`src/serial_idle_gap_frame_receiver_core_defines.svh`:
```
// Assertion macros shared by the idle-gap frame receiver RTL.
// Needs clk_i and rst_ni in the scope of every use.
`ifndef SERIAL_IDLE_GAP_FRAME_RECEIVER_CORE_DEFINES_SVH
`define SERIAL_IDLE_GAP_FRAME_RECEIVER_CORE_DEFINES_SVH

// same-cycle implication
`define SIGFR_ASSERT_IMPL(label, ante, cons) \
  label: assert property (@(posedge clk_i) disable iff (!rst_ni) (ante) |-> (cons)) \
    else $error("sigfr assertion failed");

// next-cycle implication
`define SIGFR_ASSERT_NEXT(label, ante, cons) \
  label: assert property (@(posedge clk_i) disable iff (!rst_ni) (ante) |=> (cons)) \
    else $error("sigfr assertion failed");

`endif

```
`src/sigfr_pkg.sv`:
```
// Shared constants and types of the idle-gap frame receiver.
// No dependencies.
`default_nettype none
package sigfr_pkg;

  localparam int FRAME_DEPTH = 64;
  localparam int ADDR_W      = $clog2(FRAME_DEPTH);
  localparam int CNT_W       = $clog2(FRAME_DEPTH + 1);

  localparam int BYTE_W   = 8;
  localparam int IDLE_W   = 8;
  localparam int POS_W    = 6;
  localparam int LEN_W    = 7;
  localparam int OUT_W    = 24;

  localparam logic [IDLE_W-1:0] TIMEOUT_RESET = 8'd20;
  localparam logic [IDLE_W-1:0] IDLE_MAX      = 8'd255;

  // configuration register indexes (word address paddr[2])
  localparam logic REG_IDLE_TIMEOUT = 1'b0;

  typedef enum logic {
    MODE_BYTE = 1'b0,
    MODE_TICK = 1'b1
  } mode_e;

  // frame store write port
  typedef struct packed {
    logic              en;
    logic [ADDR_W-1:0] addr;
    logic [BYTE_W-1:0] data;
  } store_wr_t;

  // closed frame handed from front to back
  typedef struct packed {
    logic             push;
    logic [CNT_W-1:0] len;
  } frame_cmd_t;

endpackage
`default_nettype wire

```
`src/serial_idle_gap_frame_receiver_core.sv`:
```
// Top level of the idle-gap serial frame receiver: APB register, front, queue, back.
// Depends on sigfr_pkg, sigfr_front, sigfr_queue, sigfr_back.
//
// Input beats carry either a received byte (tuser = 0) or one tick of the
// millisecond time base (tuser = 1). Bytes are stored in a 64-entry frame
// store until it is full; each stored byte clears the idle counter and opens
// a frame. Ticks advance the saturating idle counter; when a frame is open and
// the count exceeds idle_timeout (APB register at byte address 0, reset 20),
// the frame closes and its bytes leave on the master stream in order, each
// with its position and the frame length, tlast on the final one. Tick beats
// are always accepted; byte beats are accepted only while no closed frame is
// queued or being read out. Each byte of a closed frame is read from the
// single-port-read store, then presented and held until downstream takes it;
// byte beats are held off while that readout runs, ticks are still accepted. The
// frame store needs no clearing after reset: only written entries are read.
`default_nettype none
module serial_idle_gap_frame_receiver_core import sigfr_pkg::*; (
  input  wire logic        clk_i,
  input  wire logic        rst_ni,
  // APB configuration port
  input  wire logic        psel,
  input  wire logic        penable,
  input  wire logic        pwrite,
  input  wire logic [2:0]  paddr,
  input  wire logic [31:0] pwdata,
  output logic [31:0]      prdata,
  output logic             pready,
  // slave stream
  input  wire logic        s_axis_tvalid,
  output logic             s_axis_tready,
  input  wire logic [7:0]  s_axis_tdata,   // [7:0] rx_byte
  input  wire logic        s_axis_tuser,   // [0] mode
  // master stream
  output logic             m_axis_tvalid,
  input  wire logic        m_axis_tready,
  output logic [23:0]      m_axis_tdata,   // [7:0] frame_byte, [13:8] byte_position,
                                           // [20:14] frame_length, [23:21] zero
  output logic             m_axis_tlast    // last_byte
);

  logic [IDLE_W-1:0] timeout_q;
  logic              cfg_wr;

  store_wr_t         store_wr;
  frame_cmd_t        cmd;
  logic              q_valid, q_pop, busy;
  logic [CNT_W-1:0]  q_len;
  logic [BYTE_W-1:0] out_byte;
  logic [POS_W-1:0]  out_pos;
  logic [LEN_W-1:0]  out_len;

  // register file: one word, selected by paddr[2]; other word reads zero
  assign pready = 1'b1;
  assign cfg_wr = psel && penable && pwrite && pready && (paddr[2] == REG_IDLE_TIMEOUT);
  assign prdata = (paddr[2] == REG_IDLE_TIMEOUT) ? {24'd0, timeout_q} : 32'd0;

  always_ff @(posedge clk_i or negedge rst_ni) begin
    if (!rst_ni) begin
      timeout_q <= TIMEOUT_RESET;
    end else if (cfg_wr) begin
      timeout_q <= pwdata[IDLE_W-1:0];
    end
  end

  sigfr_front u_front (
    .clk_i      (clk_i),
    .rst_ni     (rst_ni),
    .in_valid_i (s_axis_tvalid),
    .in_ready_o (s_axis_tready),
    .in_mode_i  (s_axis_tuser),
    .in_byte_i  (s_axis_tdata),
    .timeout_i  (timeout_q),
    .busy_i     (busy),
    .store_wr_o (store_wr),
    .cmd_o      (cmd)
  );

  // holds closed-frame lengths until the back end picks them up
  sigfr_queue u_queue (
    .clk_i   (clk_i),
    .rst_ni  (rst_ni),
    .cmd_i   (cmd),
    .pop_i   (q_pop),
    .valid_o (q_valid),
    .len_o   (q_len)
  );

  sigfr_back u_back (
    .clk_i       (clk_i),
    .rst_ni      (rst_ni),
    .store_wr_i  (store_wr),
    .q_valid_i   (q_valid),
    .q_len_i     (q_len),
    .q_pop_o     (q_pop),
    .busy_o      (busy),
    .out_valid_o (m_axis_tvalid),
    .out_ready_i (m_axis_tready),
    .out_byte_o  (out_byte),
    .out_pos_o   (out_pos),
    .out_len_o   (out_len),
    .out_last_o  (m_axis_tlast)
  );

  assign m_axis_tdata = {3'b000, out_len, out_pos, out_byte};

endmodule
`default_nettype wire

```
`src/sigfr_front.sv`:
```
// Input side: classifies beats, fills the frame store, runs the idle timer.
// Depends on sigfr_pkg and the assertion macro header.
`default_nettype none
`include "serial_idle_gap_frame_receiver_core_defines.svh"
module sigfr_front import sigfr_pkg::*; (
  input  wire logic              clk_i,
  input  wire logic              rst_ni,
  input  wire logic              in_valid_i,
  output logic                   in_ready_o,
  input  wire logic              in_mode_i,
  input  wire logic [BYTE_W-1:0] in_byte_i,
  input  wire logic [IDLE_W-1:0] timeout_i,
  input  wire logic              busy_i,
  output store_wr_t              store_wr_o,
  output frame_cmd_t             cmd_o
);

  logic [CNT_W-1:0]  cnt_q, cnt_d;
  logic [IDLE_W-1:0] idle_q, idle_d, idle_inc;
  logic              started_q, started_d;
  logic              accept;
  logic              room;

  // bytes wait while the back end still reads the store; ticks never wait
  assign in_ready_o = !((in_mode_i == MODE_BYTE) && busy_i);
  assign accept     = in_valid_i && in_ready_o;
  assign room       = cnt_q < CNT_W'(FRAME_DEPTH);
  assign idle_inc   = (idle_q == IDLE_MAX) ? idle_q : idle_q + 8'd1;

  always_comb begin
    cnt_d      = cnt_q;
    idle_d     = idle_q;
    started_d  = started_q;
    store_wr_o = '{en: 1'b0, addr: cnt_q[ADDR_W-1:0], data: in_byte_i};
    cmd_o      = '{push: 1'b0, len: cnt_q};
    if (accept) begin
      if (in_mode_i == MODE_BYTE) begin
        if (room) begin
          store_wr_o.en = 1'b1;
          cnt_d         = cnt_q + 1'b1;
          idle_d        = '0;
          started_d     = 1'b1;
        end
      end else begin
        idle_d = idle_inc;
        if (started_q && (idle_inc > timeout_i)) begin
          cmd_o.push = 1'b1;
          cnt_d      = '0;
          started_d  = 1'b0;
        end
      end
    end
  end

  always_ff @(posedge clk_i or negedge rst_ni) begin
    if (!rst_ni) begin
      cnt_q     <= '0;
      idle_q    <= '0;
      started_q <= 1'b0;
    end else begin
      cnt_q     <= cnt_d;
      idle_q    <= idle_d;
      started_q <= started_d;
    end
  end

  `SIGFR_ASSERT_IMPL(a_started_has_bytes, started_q, cnt_q != '0)
  `SIGFR_ASSERT_IMPL(a_no_write_while_busy, store_wr_o.en, !busy_i)
  `SIGFR_ASSERT_NEXT(a_close_clears, cmd_o.push, (cnt_q == '0) && !started_q)

endmodule
`default_nettype wire

```
`src/sigfr_queue.sv`:
```
// Two-entry queue of closed-frame lengths between front and back.
// Depends on sigfr_pkg.
`default_nettype none
module sigfr_queue import sigfr_pkg::*; (
  input  wire logic             clk_i,
  input  wire logic             rst_ni,
  input  wire frame_cmd_t       cmd_i,
  input  wire logic             pop_i,
  output logic                  valid_o,
  output logic [CNT_W-1:0]      len_o
);

  logic [CNT_W-1:0] slot_q [2];
  logic             wr_ptr_q, rd_ptr_q;
  logic [1:0]       fill_q;

  assign valid_o = fill_q != 2'd0;
  assign len_o   = slot_q[rd_ptr_q];

  always_ff @(posedge clk_i) begin
    if (cmd_i.push) begin
      slot_q[wr_ptr_q] <= cmd_i.len;
    end
  end

  always_ff @(posedge clk_i or negedge rst_ni) begin
    if (!rst_ni) begin
      wr_ptr_q <= 1'b0;
      rd_ptr_q <= 1'b0;
      fill_q   <= 2'd0;
    end else begin
      if (cmd_i.push) wr_ptr_q <= !wr_ptr_q;
      if (pop_i)      rd_ptr_q <= !rd_ptr_q;
      fill_q <= fill_q + {1'b0, cmd_i.push} - {1'b0, pop_i};
    end
  end

endmodule
`default_nettype wire

```
`src/sigfr_back.sv`:
```
// Output side: frame store memory and the sequencer that reads a closed frame out.
// Depends on sigfr_pkg and the assertion macro header.
`default_nettype none
`include "serial_idle_gap_frame_receiver_core_defines.svh"
module sigfr_back import sigfr_pkg::*; (
  input  wire logic              clk_i,
  input  wire logic              rst_ni,
  input  wire store_wr_t         store_wr_i,
  input  wire logic              q_valid_i,
  input  wire logic [CNT_W-1:0]  q_len_i,
  output logic                   q_pop_o,
  output logic                   busy_o,
  output logic                   out_valid_o,
  input  wire logic              out_ready_i,
  output logic [BYTE_W-1:0]      out_byte_o,
  output logic [POS_W-1:0]       out_pos_o,
  output logic [LEN_W-1:0]       out_len_o,
  output logic                   out_last_o
);

  typedef enum logic [1:0] {
    S_IDLE,
    S_READ,
    S_SHOW
  } state_e;

  logic [BYTE_W-1:0] mem [FRAME_DEPTH];
  logic [BYTE_W-1:0] rd_data_q;
  logic              rd_en;

  state_e            state_q;
  logic [ADDR_W-1:0] idx_q;
  logic [CNT_W-1:0]  len_q;
  logic              valid_q;
  logic              last;

  assign q_pop_o = (state_q == S_IDLE) && q_valid_i;
  assign busy_o  = (state_q != S_IDLE) || q_valid_i;
  assign rd_en   = state_q == S_READ;
  assign last    = (CNT_W'(idx_q) + 1'b1) == len_q;

  always_ff @(posedge clk_i) begin
    if (store_wr_i.en) begin
      mem[store_wr_i.addr] <= store_wr_i.data;
    end
    if (rd_en) begin
      rd_data_q <= mem[idx_q];
    end
  end

  always_ff @(posedge clk_i or negedge rst_ni) begin
    if (!rst_ni) begin
      state_q <= S_IDLE;
      idx_q   <= '0;
      len_q   <= '0;
      valid_q <= 1'b0;
    end else begin
      unique case (state_q)
        S_IDLE: begin
          if (q_valid_i) begin
            len_q   <= q_len_i;
            idx_q   <= '0;
            state_q <= S_READ;
          end
        end
        S_READ: begin
          valid_q <= 1'b1;
          state_q <= S_SHOW;
        end
        S_SHOW: begin
          if (out_ready_i) begin
            valid_q <= 1'b0;
            if (last) begin
              state_q <= S_IDLE;
            end else begin
              idx_q   <= idx_q + 1'b1;
              state_q <= S_READ;
            end
          end
        end
        default: state_q <= S_IDLE;
      endcase
    end
  end

  assign out_valid_o = valid_q;
  assign out_byte_o  = rd_data_q;
  assign out_pos_o   = POS_W'(idx_q);
  assign out_len_o   = LEN_W'(len_q);
  assign out_last_o  = last;

  `SIGFR_ASSERT_IMPL(a_valid_in_range, valid_q, (len_q != '0) && (CNT_W'(idx_q) < len_q))
  `SIGFR_ASSERT_IMPL(a_valid_only_show, valid_q, state_q == S_SHOW)
  `SIGFR_ASSERT_NEXT(a_pop_starts, q_pop_o, (state_q == S_READ) && (idx_q == '0))

endmodule
`default_nettype wire

```
`config.mk`:
```
export PLATFORM = sky130hd
export DESIGN_NAME = serial_idle_gap_frame_receiver_core
export DESIGN_NICKNAME = d
export VERILOG_FILES = /design/src/sigfr_pkg.sv /design/src/serial_idle_gap_frame_receiver_core.sv /design/src/sigfr_front.sv /design/src/sigfr_queue.sv /design/src/sigfr_back.sv
export VERILOG_INCLUDE_DIRS = /design/src /design/src/src
export SDC_FILE = /design/constraint.sdc
export NUM_CORES = 1
export LEC_CHECK = 0
export ABC_AREA = 1
export BUFFER_PORTS_ARGS = -buffer_cell sky130_fd_sc_hd__buf_4
export CAP_MARGIN = 20
export CORE_UTILIZATION = 57
export CTS_BUF_LIST = sky130_fd_sc_hd__clkbuf_4
export CTS_CLUSTER_SIZE = 16
export DETAILED_ROUTE_END_ITERATION = 10
export HOLD_SLACK_MARGIN = 0.06
export MAX_ROUTING_LAYER = met4
export PLACE_DENSITY_LB_ADDON = 0.05
export SLEW_MARGIN = 20
export SYNTH_ARGS = -nofsm -noshare
export SYNTH_HDL_FRONTEND = slang
export SYNTH_SLANG_ARGS = --single-unit
```
`constraint.sdc`:
```
create_clock -name clk_i -period 3.5 [get_ports clk_i]
set_clock_uncertainty 0.1 [all_clocks]
set_input_delay 0.35 -clock clk_i [delete_from_list [all_inputs] [get_ports clk_i]]
set_output_delay 0.35 -clock clk_i [all_outputs]
set_load 0.01 [all_outputs]
```
### Word level (Yosys, flattened, before mapping)

Memory sizes are Yosys's and may differ from the RTL's. A register that Yosys moved wholly into a read port is not among the register bits.
Index checks and enable logic that the tools add are counted.

| cells by class | value |
|---|---|
| add/subtract/negate cells | 6 |
| multipliers | 0 |
| div/mod/pow operators | 0 |
| $lt $le $gt $ge | 2 |
| equality and inequality tests | 8 |
| shift-type cells | 0 |
| multiplexer cells | 30 |
| bitwise logic cells | 2 |
| reductions and logical operators | 24 |

Operators by type and width:

| kind | count |
|---|---|
| 2-to-1 mux 8 bit | 4 |
| 2-to-1 mux 7 bit | 3 |
| 2-to-1 mux 6 bit | 3 |
| 2-to-1 mux 1 bit | 15 |
| one-hot mux 6 bit (2 select lines) | 1 |
| nonzero test 2 bit | 5 |
| adder 8 x 1 -> 8 bit (second input constant) | 1 |
| equality test 8 bit (second input constant) | 1 |
| greater-than comparator 8 bit | 1 |
| AND reduction 2 bit | 4 |
| adder 6 x 1 -> 7 bit (second input constant) | 1 |
| adder 7 x 1 -> 7 bit (second input constant) | 1 |
| equality test 7 bit | 1 |
| logical AND 1 bit | 7 |
| less-than comparator 7 bit (second input constant) | 1 |
| adder 6 x 1 -> 6 bit (second input constant) | 1 |
| one-hot mux 2 bit (3 select lines) | 1 |
| zero test 1 bit | 4 |
| 2-to-1 mux 2 bit | 2 |
| != test 2 x 1 -> 1 bit (second input constant) | 2 |
| != test 2 bit (second input constant) | 2 |
| AND reduction 4 bit | 1 |
| AND reduction 3 bit | 1 |
| adder 2 x 1 -> 2 bit | 1 |
| other kinds (7) | 8 |

| word-level totals | value |
|---|---|
| register bits after elaboration | 37 |
| latch bits | 0 |
| memory bits (writable) | 526 |
| memory bits (read-only) | 0 |
| bits of input ports | 51 |
| output and inout port bits | 60 |
| memories kept | 2 |

Memory list:

| memory | depth | bits a word | rd ports | clocked after Yosys merged registers in | wr ports | line | text |
|---|---|---|---|---|---|---|---|
| u_back.mem | 64 | 8 | 1 | 1 | 1 | sigfr_back.sv:27 | `logic [BYTE_W-1:0] mem [FRAME_DEPTH];` |
| u_queue.slot_q | 2 | 7 | 1 | 1 | 1 | sigfr_queue.sv:13 | `logic [CNT_W-1:0] slot_q [2];` |

### Longest topological paths before layout

Gate-level depths: netlist (run 1).

| depth | value |
|---|---|
| depth in word-level cells | 9 |
| mapped depth | 20 |

### Cells and area by module

From an unflattened synthesis (run 1), not the netlist that was laid out.

| second synthesis, totals | value |
|---|---|
| cell total of the unflattened synthesis | 2257 |
| area, all modules | 24871.4 um^2 |

Modules (own cells, without submodules):

| module | instances | cells an instance | area each (um^2) | seq. area each (um^2) |
|---|---|---|---|---|
| sigfr_back | 1 | 1933 | 22175.0 | 16015.4 |
| sigfr_front | 1 | 180 | 1338.8 | 400.4 |
| sigfr_queue | 1 | 60 | 723.2 | 520.5 |
| serial_idle_gap_frame_receiver_core | 1 | 84 | 634.4 | 202.7 |

### Worst setup path before layout (run 1)

No wires, ideal clock.

| timing path | value |
|---|---|
| kind | reg-to-reg |
| start point | register u_front.idle_q[0] |
| end point | register u_queue.fill_q[1] |
| arrival | 2.602 ns |
| path slack | 0.676 ns |
| cell stages (with the launch flop) | 18 |
| path buffers | 1 |
| period minus slack after synthesis | 2.824 ns |
| cell sequence | dfrtp_1 > ha_1 > nand2_1 > nor3_2 > or2_2 > a21oi_1 > inv_1 > ha_1 > nand2_1 > nor2_1 > nand2_1 > o211ai_1 > nand2_1 > buf_2 > ha_1 > inv_1 > ha_1 > xnor2_1 |

| between the ends | value |
|---|---|
| word-level cells in the longest chain between the ends | 9 |
| elaborated cells on any way between the ends | 10 |

Ends and longest elaborated chain:

| what | line | text |
|---|---|---|
| from (decl) | sigfr_front.sv:19 | `logic [IDLE_W-1:0] idle_q, idle_d, idle_inc;` |
| from (signal assigned) | sigfr_front.sv:62 | `idle_q <= idle_d;` |
| adder 8 x 1 -> 8 bit or equality test 8 bit (tied branches) | sigfr_front.sv:28 | `assign idle_inc = (idle_q == IDLE_MAX) ? idle_q : idle_q + 8'd1;` |
| 2-to-1 mux 8 bit * | sigfr_front.sv:28 |  |
| greater-than comparator 8 bit * | sigfr_front.sv:46 | `if (started_q && (idle_inc > timeout_i)) begin` |
| logical AND 1 bit * | sigfr_front.sv:46 |  |
| 2-to-1 mux 1 bit * | sigfr_front.sv:46 |  |
| 2-to-1 mux 1 bit * | sigfr_front.sv:37 | `if (in_mode_i == MODE_BYTE) begin` |
| 2-to-1 mux 1 bit * | sigfr_front.sv:36 | `if (accept) begin` |
| adder 2 x 1 -> 2 bit * | sigfr_queue.sv:34 | `fill_q <= fill_q + {1'b0, cmd_i.push} - {1'b0, pop_i};` |
| subtractor 2 x 1 -> 2 bit * | sigfr_queue.sv:34 |  |
| to (signal assigned) | sigfr_queue.sv:34 |  |
| to (decl) | sigfr_queue.sv:15 | `logic [1:0] fill_q;` |

Mark *: on every way between the ends. The rest lies on a longest branch, timed or not.
A chain may end at the register's enable or synchronous reset.

### Worst setup path after layout (run 1)

| timing path | value |
|---|---|
| start point | register u_back.idx_q[2], in the netlist u_back.out_pos_o[2] |
| end point | output port m_axis_tlast |

| between the ends | value |
|---|---|
| word-level cells in the longest chain between the ends | 2 |

Ends and longest elaborated chain:

| what | line | text |
|---|---|---|
| from (decl) | sigfr_back.sv:32 | `logic [ADDR_W-1:0] idx_q;` |
| from (signal assigned) | sigfr_back.sv:76 | `idx_q <= idx_q + 1'b1;` |
| adder 6 x 1 -> 7 bit | sigfr_back.sv:40 | `assign last = (CNT_W'(idx_q) + 1'b1) == len_q;` |
| equality test 7 bit | sigfr_back.sv:40 |  |
| to (decl) | serial_idle_gap_frame_receiver_core.sv:38 | `output logic m_axis_tlast` |

No other way between the ends.

==> results.yml, run 1 <==
synthesis:
  ys_ff_latch: 578
  synth_area_leaders: "edfxtp_1 65%, nand2_1 11%, nand3_1 8.5%, dfrtp_1 4.3%, nor2_1 1.9%"
  syn_inst: 2183
  yosysWarnings: 0
  netlist.area_leader.share_pct: 65.27
  yosysTopAreaCell: "edfxtp_1"
  netlist_area_um2: 24570
  synth_enable_flop_cells: 534
  syn-mean-instance-area_um2: 11.25
  synth_cell_type_count: 45
  synth_seq_area_share_pct: 69.76
  synthFlopType: "edfxtp_1"
  async_flop_share_pct: 7.612
sta:
  fmax_mhz: 303.3
  hold_viol_final: 0
  setup_violations: 0
  worstMarginPinSlew_ns: 0.9920
  slew_headroom_pct: 33.62
  drv_slew: 0
  setup_ws_ns: 0.2033
  rsz0062_at_grt: "false"
  holdWs_ns: 0.2037
  final.period_utilization_pct: 94.19
  fin_crit_ns: 3.297
  tns_ns: 0
cells_and_area:
  final_core_util_pct: 65.43
  drive_above_1_share_pct: 14.70
  area_growth_pct: 12.47
  nNetsFinal: 2424
  layout_common_cells: "715 x nand2_1, 534 x edfxtp_1, 418 x nand3_1"
  final_common_cell: "nand2_1"
  fillCellCount: 3364
run_status:
  status: "finished, final reports clean"
power_and_ir_drop:
  power.leakage_uw: 0.01064
  power.total_uw: 17500
  ir_drop_v: 0.0004819
  power_density_nw_per_um2: 633.5
clock_network:
  numCtsBuffers: 145
  cts_buffer_depth: 3
  ctsHtreeMaxLevel: 4
  cts_sinks: 578
  cts-root-buf: "clkbuf_4"
  cts_tree: "built"
  clock_latency_ns: 0.95
  clkTransAtPathRegs_ns: 0.06
floorplan:
  die_y_um: 209.6
  boundaryPins: 111
  die_x_um: 209.6
  dieArea_um2: 43930
  core_um2: 42230
  initial_core_util_pct: 58.18
  rows: 75
worst_setup_path:
  r2r_cells: 18
  required_ns: 3.05
  cp-start-kind: "register"
  endpoint_kind: "primary output"
  critical_path.slowest_cell: "buf_4"
  crit_fanout: 29
  rr_endpoint: "u_front.cnt_q[6]$_DFFE_PN0P_"
  critPathMaxStageDelay_ns: 0.41
  cp.arrival_ns: 2.85
  worstSetupPathType: "register to primary output"
  rrSetupSlack_ns: 0.36
  crit_chain: "buf_4 > nand2_8 > nor2_8 > nand2_1 > nand3b_1 > nand2_1 > nor4_1 > buf_4"
  r2r_start: "u_front.idle_q[1]$_DFFE_PN0P_"
global_route:
  grt_max_degree: 154
  grt.overflow.total: 0
  grt_pass1_wl_um: 93360
  grt_pass1_vias: 16706
  antenna_found_initial: 2
  gr-usage-all-layers_pct: 29.37
detailed_routing:
  viasPerCell: 5.626
  postRouteAntennaNets: 0
  via_count: 16862
  dr.pass1.iters: 6
  wl_per_cell_um: 20.50
  wl_um: 61430
  drt_iter0_markers: 1534
  drc: 0
min_path:
  holdPathStages: 5
  hold_path_end: "u_back.out_valid_o$_DFFE_PN0P_"
  hold_start: "m_axis_tready"
  worstHoldPathType: "primary input to register"
placed_design:
  dp_hpwl_um: 34490
  pre_cts_ws_ns: 0.4398
  globalplace.congestion: 0.8805
  numPortBuffers: 56
run:
  max_cap_violations: 0
through the flow:
stage	instances	instance area, um2
final	2997	27630
after global routing	2997	27630
after CTS	2993	27590
after detailed placement	2699	25260
after global placement	2699	25260
after floorplan	2209	24660
how the worst max path moves through the flow:
stage                               startpoint                            to  slack (ns)  depth (start not counted)
5_1_grt          u_front.idle_q[1]$_DFFE_PN0P_  u_front.cnt_q[6]$_DFFE_PN0P_        0.02                         17
4_1_cts        u_back.out_pos_o[0]$_DFFE_PN0P_                  m_axis_tlast      0.0006                          8
6_report       u_back.out_pos_o[2]$_DFFE_PN0P_                  m_axis_tlast        0.20                          8
3_3_place_gp     u_front.idle_q[0]$_DFFE_PN0P_   u_queue.fill_q[1]$_DFF_PN0_        0.52                         19
2_1_floorplan    u_front.idle_q[0]$_DFFE_PN0P_   u_queue.fill_q[1]$_DFF_PN0_        0.68                         17
3_5_place_dp     u_front.idle_q[0]$_DFFE_PN0P_   u_queue.fill_q[1]$_DFF_PN0_        0.44                         19
layout make-up:
type,instances,area [um2],share of cell area [%]
sequential,578,17150,62.06
clock buffer,208,1562,5.651
clock inverter,35,214.0,0.7743
timing repair buffer,150,1361,4.927
antenna,2,5.005,0.01811
tap,539,674.4,2.441
multi-input combinational,1424,6427,23.26
inverter,61,240.2,0.8694
critical path, delay by kind of cell, from the launching register on:
kind | cells | cell delay, ns
buf+inv | 2 | 0.58
simple gates | 6 | 0.95
flops | 1 | 0.38
state kept, by name, summed over array words and instances (netlist names):
name / cells
u_back.mem: 512
u_front.started_q: 1
u_queue.wr_ptr_q: 1
timeout_q: 8
u_back.out_byte_o: 8
u_back.state_q: 2
u_queue.fill_q: 2
u_front.idle_q: 8
u_back.out_valid_o: 1
u_queue.rd_ptr_q: 1
u_back.out_len_o: 7
u_queue.slot_q: 14
u_front.cnt_q: 7
u_back.out_pos_o: 6
metal layers:
| metal | share of wire [%] | global-route usage [%] | wire (um) | vias to the layer above |
|---|---|---|---|---|
| met4 | 2.5 | 11.07 | 1509 | 0 |
| met5 | 0 | - | 0 | - |
| met1 | 41 | 37.75 | 25410 | 8090 |
| met3 | 7.8 | 6.689 | 4774 | 105 |
| met2 | 48 | 45.90 | 29730 | 704 |
| li1 | - | - | - | 7963 |
Yosys cell counts (4+ instances only):
cell type / n
a21oi_1: 29
a31oi_1: 7
buf_1: 7
buf_2: 78
buf_4: 50
buf_6: 4
clkbuf_1: 7
dfrtp_1: 42
edfxtp_1: 534
ha_1: 13
inv_1: 54
nand2_1: 715
nand3_1: 418
nand3_4: 5
nor2_1: 123
nor3_1: 7
o21ai_0: 28
o22ai_1: 10
xor2_1: 4
repair_timing:
item	CTS	global route
hold buffers	49	0
buffers inserted	2	1
resized for setup	2	0
endpoints found under the setup margin	1	1
endpoints found under the hold margin	592	0
gates cloned	0	1
report_power, final:
part / switching (uW) / internal (uW) / total (uW)
clock: 2570 / 2930 / 5510
sequential: 296 / 7830 / 8130
combinational: 2660 / 1210 / 3870
kinds of logic after synthesis:
logic type	Yosys count	synth area share [%]
xor+xnor	6	0.2139
buf+inv	207	4.472
compound gates	82	1.884
fa+ha+maj	13	0.6621
simple gates	1295	22.97
other cells	2	0.03057
flops	578	69.76
Note: power is estimated with default switching activity, not from simulation.
==> inputs of run 2 (changes only) <==
Settings changed: CTS_BUF_LIST sky130_fd_sc_hd__clkbuf_4 to default, SKIP_LAST_GASP from default to 1.
Clock period 3.5 ns to 4.1 ns, I/O delays scaled along.
==> results.yml, run 2 (synthesis results as in run 1) <==
global_route:
  gr-usage-all-layers_pct: 27.14
  grt_pass1_vias: 15333
  grt_pass1_wl_um: 87690
  grt.overflow.total: 0
  antenna_found_initial: 0
  grt_max_degree: 113
detailed_routing:
  wl_per_cell_um: 20.22
  dr.pass1.iters: 5
  viasPerCell: 5.705
  drt_iter0_markers: 1469
  postRouteAntennaNets: 0
  via_count: 15928
  route.met3.wl_um: 3596
  wl_met2_um: 27230
  drc: 0
  met1_length_um: 24010
  highest_layer: "met4"
  wl_um: 56470
floorplan:
  boundaryPins: 111
  dieArea_um2: 43930
  die_y_um: 209.6
  die_x_um: 209.6
  rows: 75
  initial_core_util_pct: 58.18
  core_um2: 42230
sta:
  final.period_utilization_pct: 83.69
  rsz0062_at_grt: "false"
  drv_slew: 0
  worstMarginPinSlew_ns: 0.9749
  fmax_mhz: 291.4
  setup_violations: 0
  slew_headroom_pct: 35.01
  tns_ns: 0
  fin_crit_ns: 3.431
  hold_viol_final: 0
clock_network:
  ctsHtreeMaxLevel: 2
  cts-root-buf: "clkbuf_16"
  cts_buffer_depth: 3
  numCtsBuffers: 57
  ctsResizeCount: 0
  clock_latency_ns: 0.60
  cts_tree: "built"
  clkTransAtPathRegs_ns: 0.06
  cts_sinks: 578
worst_setup_path:
  cp.arrival_ns: 3.56
  required_ns: 4.23
  endpoint_kind: "register"
  worstSetupPathType: "register to register"
  crit_fanout: 11
  cp-start-kind: "register"
cells_and_area:
  final_common_cell: "nand2_1"
  stdcell_count: 2792
  reg.largest.list: "u_back.mem: 512 flops, u_queue.slot_q: 14 flops"
  nNetsFinal: 2273
  area_growth_pct: 9.427
  antenna_cells: 0
  largest_reg_flops: 512
  layout_common_cells: "715 x nand2_1, 534 x edfxtp_1, 418 x nand3_1"
  largest-register: "u_back.mem"
  drive_above_1_share_pct: 8.123
placed_design:
  dpl.cell_count: 2679
  numPortBuffers: 56
  globalplace.congestion: 0.8610
  dp_hpwl_um: 33170
power_and_ir_drop:
  ir_drop_v: 0.0004398
  power_density_nw_per_um2: 549.5
  power.leakage_uw: 0.01006
run:
  max_cap_violations: 0
min_path:
  worstHoldPathType: "primary input to register"
run_status:
  status: "finished, final reports clean"
[run 2: changes by cell type in the layout (fill, tap and decap cells not counted), moves of 5 or more]
cell / previous run / this run
buf_4: 94 / 72
inv_2: 12 / 3
clkbuf_1: 0 / 17
clkinv_1: 24 / 19
dlygate4sd3_1: 48 / 10
clkbuf_4: 208 / 0
clkinv_2: 2 / 11
clkbuf_16: 1 / 57
[run 2: critical path, cell delays in order (launching register included)]
cell,delay [ns]
dfrtp_1,0.38
ha_1,0.18
nand2_1,0.10
nor3_2,0.21
nand3_2,0.23
nand2_1,0.12
o21a_1,0.14
inv_1,0.05
ha_1,0.29
inv_1,0.04
nor2_1,0.07
o21ai_0,0.08
nand2_1,0.06
nand2_1,0.05
o211ai_1,0.12
nand2_1,0.29
nor2_1,0.57
[run 2: metrics by stage]
step	total power (uW)	utilization, %	hold WS, ns	setup WS [ns]	cell area [um2]
5_1_grt	15430	63.66	0.1082	0.2997	26880
4_1_cts	14860	63.66	0.07423	0.6751	26880
2_1_floorplan	9209	-	0.01441	1.276	24660
6_report	14770	63.66	0.1070	0.6688	26880
3_5_place_dp	10160	59.50	0.3478	0.6821	25130
3_3_place_gp	10110	59.50	0.3380	0.8266	25130
[run 2: final cells by class]
cell class	instances	area [um2]
clock buffer	76	1518
clock inverter	27	138.9
sequential	578	17150
multi-input combinational	1424	6427
tap	539	674.4
inverter	61	236.5
timing repair buffer	87	740.7
fill	3366	15340
[run 2: report_power, final]
part,internal (uW),switching [uW]
clock network,2630,2090
registers,6690,243
logic,971,2140
[run 2: worst paths after layout]
path                                               startpoint                              end  slack (ns)  cells after the start
worst max-delay path            u_front.idle_q[1]$_DFFE_PN0P_   u_queue.slot_q[1][3]$_DFFE_PP_        0.67                     16
worst min-delay path                             s_axis_tuser     u_front.cnt_q[6]$_DFFE_PN0P_        0.11                      4
worst max register to register  u_front.idle_q[1]$_DFFE_PN0P_   u_queue.slot_q[1][3]$_DFFE_PP_        0.67                     16
worst min register to register  u_front.started_q$_DFFE_PN0P_    u_front.started_q$_DFFE_PN0P_        0.39                      2
max in group asynchronous                              rst_ni  u_back.out_pos_o[1]$_DFFE_PN0P_        3.20                      2
min in group asynchronous                              rst_ni  u_back.out_pos_o[0]$_DFFE_PN0P_        0.26                      2
[run 2: layer usage]
layer | global-route usage [%] | vias up
li1 | - | 7572
met1 | 36.11 | 7776
met2 | 42.98 | 477
met3 | 4.115 | 103
met4 | 9.464 | 0
met5 | - | -
[run 2: what timing repair did]
| item | 4_1_cts | 5_1_grt |
|---|---|---|
| buffers inserted | 0 | 0 |
| hold buffers | 10 | 0 |
| hold endpoints to repair | 52 | 0 |
| setup endpoints to repair | 0 | 0 |
==> inputs of run 3 (changes only) <==
Clock period 4.1 ns to 3.6 ns, I/O delays scaled along.
==> results.yml, run 3 (synthesis results as in run 1) <==
global_route:
  grt_pass1_vias: 15459
  grt.overflow.total: 0
  gr-usage-all-layers_pct: 27.64
  grt_max_degree: 161
  grt_pass1_wl_um: 88750
  antenna_found_initial: 0
power_and_ir_drop:
  p_seq_share_pct: 44.9
  power_frac_clock_pct: 34.2
  combPwrFrac_pct: 20.9
  power_density_nw_per_um2: 640.9
  switching_share_pct: 30.10
  ir_drop_v: 0.0004632
  internal_power_uw: 12250
  power.leakage_uw: 0.01030
  net-switching-power_uw: 5275
sta:
  fmax_mhz: 305.3
  drv_slew: 0
  worstMarginPinSlew_ns: 0.9053
  setup_ws_ns: 0.3247
  fin_crit_ns: 3.275
  holdWs_ns: 0.1462
  setup_violations: 0
  final.period_utilization_pct: 90.98
  rsz0062_at_grt: "false"
  tns_ns: 0
  slew_headroom_pct: 39.42
  hold_viol_final: 0
detailed_routing:
  wl_per_cell_um: 20.56
  viasPerCell: 5.685
  drt_iter0_markers: 1374
  via_count: 16043
  wl_um: 58020
  postRouteAntennaNets: 0
  drc: 0
  dr.pass1.iters: 5
cells_and_area:
  largest_reg_flops: 512
  largest-register: "u_back.mem"
  reg.largest.list: "u_back.mem: 512 flops, u_queue.slot_q: 14 flops"
  area_growth_pct: 11.32
  antenna_cells: 0
  drive_above_1_share_pct: 9.812
  final_common_cell: "nand2_1"
  layout_common_cells: "714 x nand2_1, 534 x edfxtp_1, 418 x nand3_1"
  nNetsFinal: 2299
floorplan:
  die_y_um: 209.6
  boundaryPins: 111
  core_um2: 42230
  die_x_um: 209.6
  rows: 75
  initial_core_util_pct: 58.18
  dieArea_um2: 43930
worst_setup_path:
  crit_fanout: 11
  cp.arrival_ns: 3.67
  worstSetupPathType: "register to register"
  cp-start-kind: "register"
  endpoint_kind: "register"
  r2r_cells: 19
  required_ns: 4.00
run:
  max_cap_violations: 0
run_status:
  status: "finished, final reports clean"
clock_network:
  cts_buffer_depth: 3
  clkTransAtPathRegs_ns: 0.06
  cts-root-buf: "clkbuf_16"
  ctsHtreeMaxLevel: 2
  clock_latency_ns: 0.61
  numCtsBuffers: 57
  cts_tree: "built"
  cts_sinks: 578
placed_design:
  numPortBuffers: 56
  dp_hpwl_um: 33710
  globalplace.congestion: 0.8493
  pre_cts_ws_ns: 0.2332
min_path:
  holdPathStages: 3
  worstHoldPathType: "primary input to register"
-- run 3: power groups by stage --
stage | clock network, uW | registers (uW) | logic, uW
floorplan | 0 | 7930 | 2560
global placement | 0 | 8000 | 3590
detailed placement | 0 | 8010 | 3660
CTS | 6070 | 7870 | 3690
global route | 6310 | 7900 | 4080
finish | 5990 | 7870 | 3660
-- run 3: path summary, 6_finish.rpt --
check                                         startpoint                         endpoint  slack, ns
setup / recovery           u_front.idle_q[0]$_DFFE_PN0P_      u_queue.fill_q[1]$_DFF_PN0_       0.32
hold / removal                             s_axis_tvalid    u_front.idle_q[7]$_DFFE_PN0P_       0.15
setup reg to reg           u_front.idle_q[0]$_DFFE_PN0P_      u_queue.fill_q[1]$_DFF_PN0_       0.32
hold reg to reg            u_front.started_q$_DFFE_PN0P_    u_front.started_q$_DFFE_PN0P_       0.39
max in group asynchronous                         rst_ni  u_back.out_pos_o[1]$_DFFE_PN0P_       2.78
min in group asynchronous                         rst_ni  u_back.out_len_o[1]$_DFFE_PN0P_       0.20
-- run 3: metrics by stage --
step / utilization [%] / power [uW] / std cells / area (um2)
after detailed placement: 59.99 / 11670 / 2703 / 25330
after floorplan: - / 10490 / 2209 / 24660
final: 64.76 / 17530 / 2822 / 27350
after global placement: 59.99 / 11590 / 2703 / 25330
after CTS: 64.75 / 17630 / 2822 / 27340
after global routing: 64.76 / 18290 / 2822 / 27350
-- run 3: area by class of cell --
class / count / area, um2
Clock buffer: 72 / 1535
Clock inverter: 35 / 355.3
Fill cell: 3246 / 14880
Inverter: 61 / 236.5
Multi-Input combinational cell: 1424 / 6432
Sequential cell: 578 / 17150
Tap cell: 539 / 674.4
Timing Repair Buffer: 113 / 965.9
-- run 3: timing repair --
action                                  in CTS  in global routing
hold buffers                                12                  0
endpoints found under the setup margin       0                  8
hold endpoints to repair                    55                  0
gates resized for setup                      0                  2
buffers inserted                             0                  0
-- run 3: metal layers --
layer / wire, um / track usage (%) / vias up
met3: 4379 / 4.624 / 89
met2: 27840 / 43.26 / 628
met5: 0 / - / -
li1: - / - / 7605
met4: 1479 / 8.432 / 0
met1: 24320 / 37.47 / 7721
-- run 3: critical path, stage by stage (launching register included) --
cell	delay (ns)
dfrtp_1	0.38
ha_1	0.17
nand2_1	0.09
nor3_2	0.23
nand3_2	0.22
nand2_1	0.13
o21a_1	0.15
inv_1	0.05
ha_1	0.29
inv_1	0.05
nor2_1	0.08
o21ai_0	0.08
nand2_1	0.06
nand2_1	0.05
o211ai_1	0.14
nand2_2	0.22
ha_1	0.34
inv_1	0.04
ha_1	0.18
xnor2_1	0.12
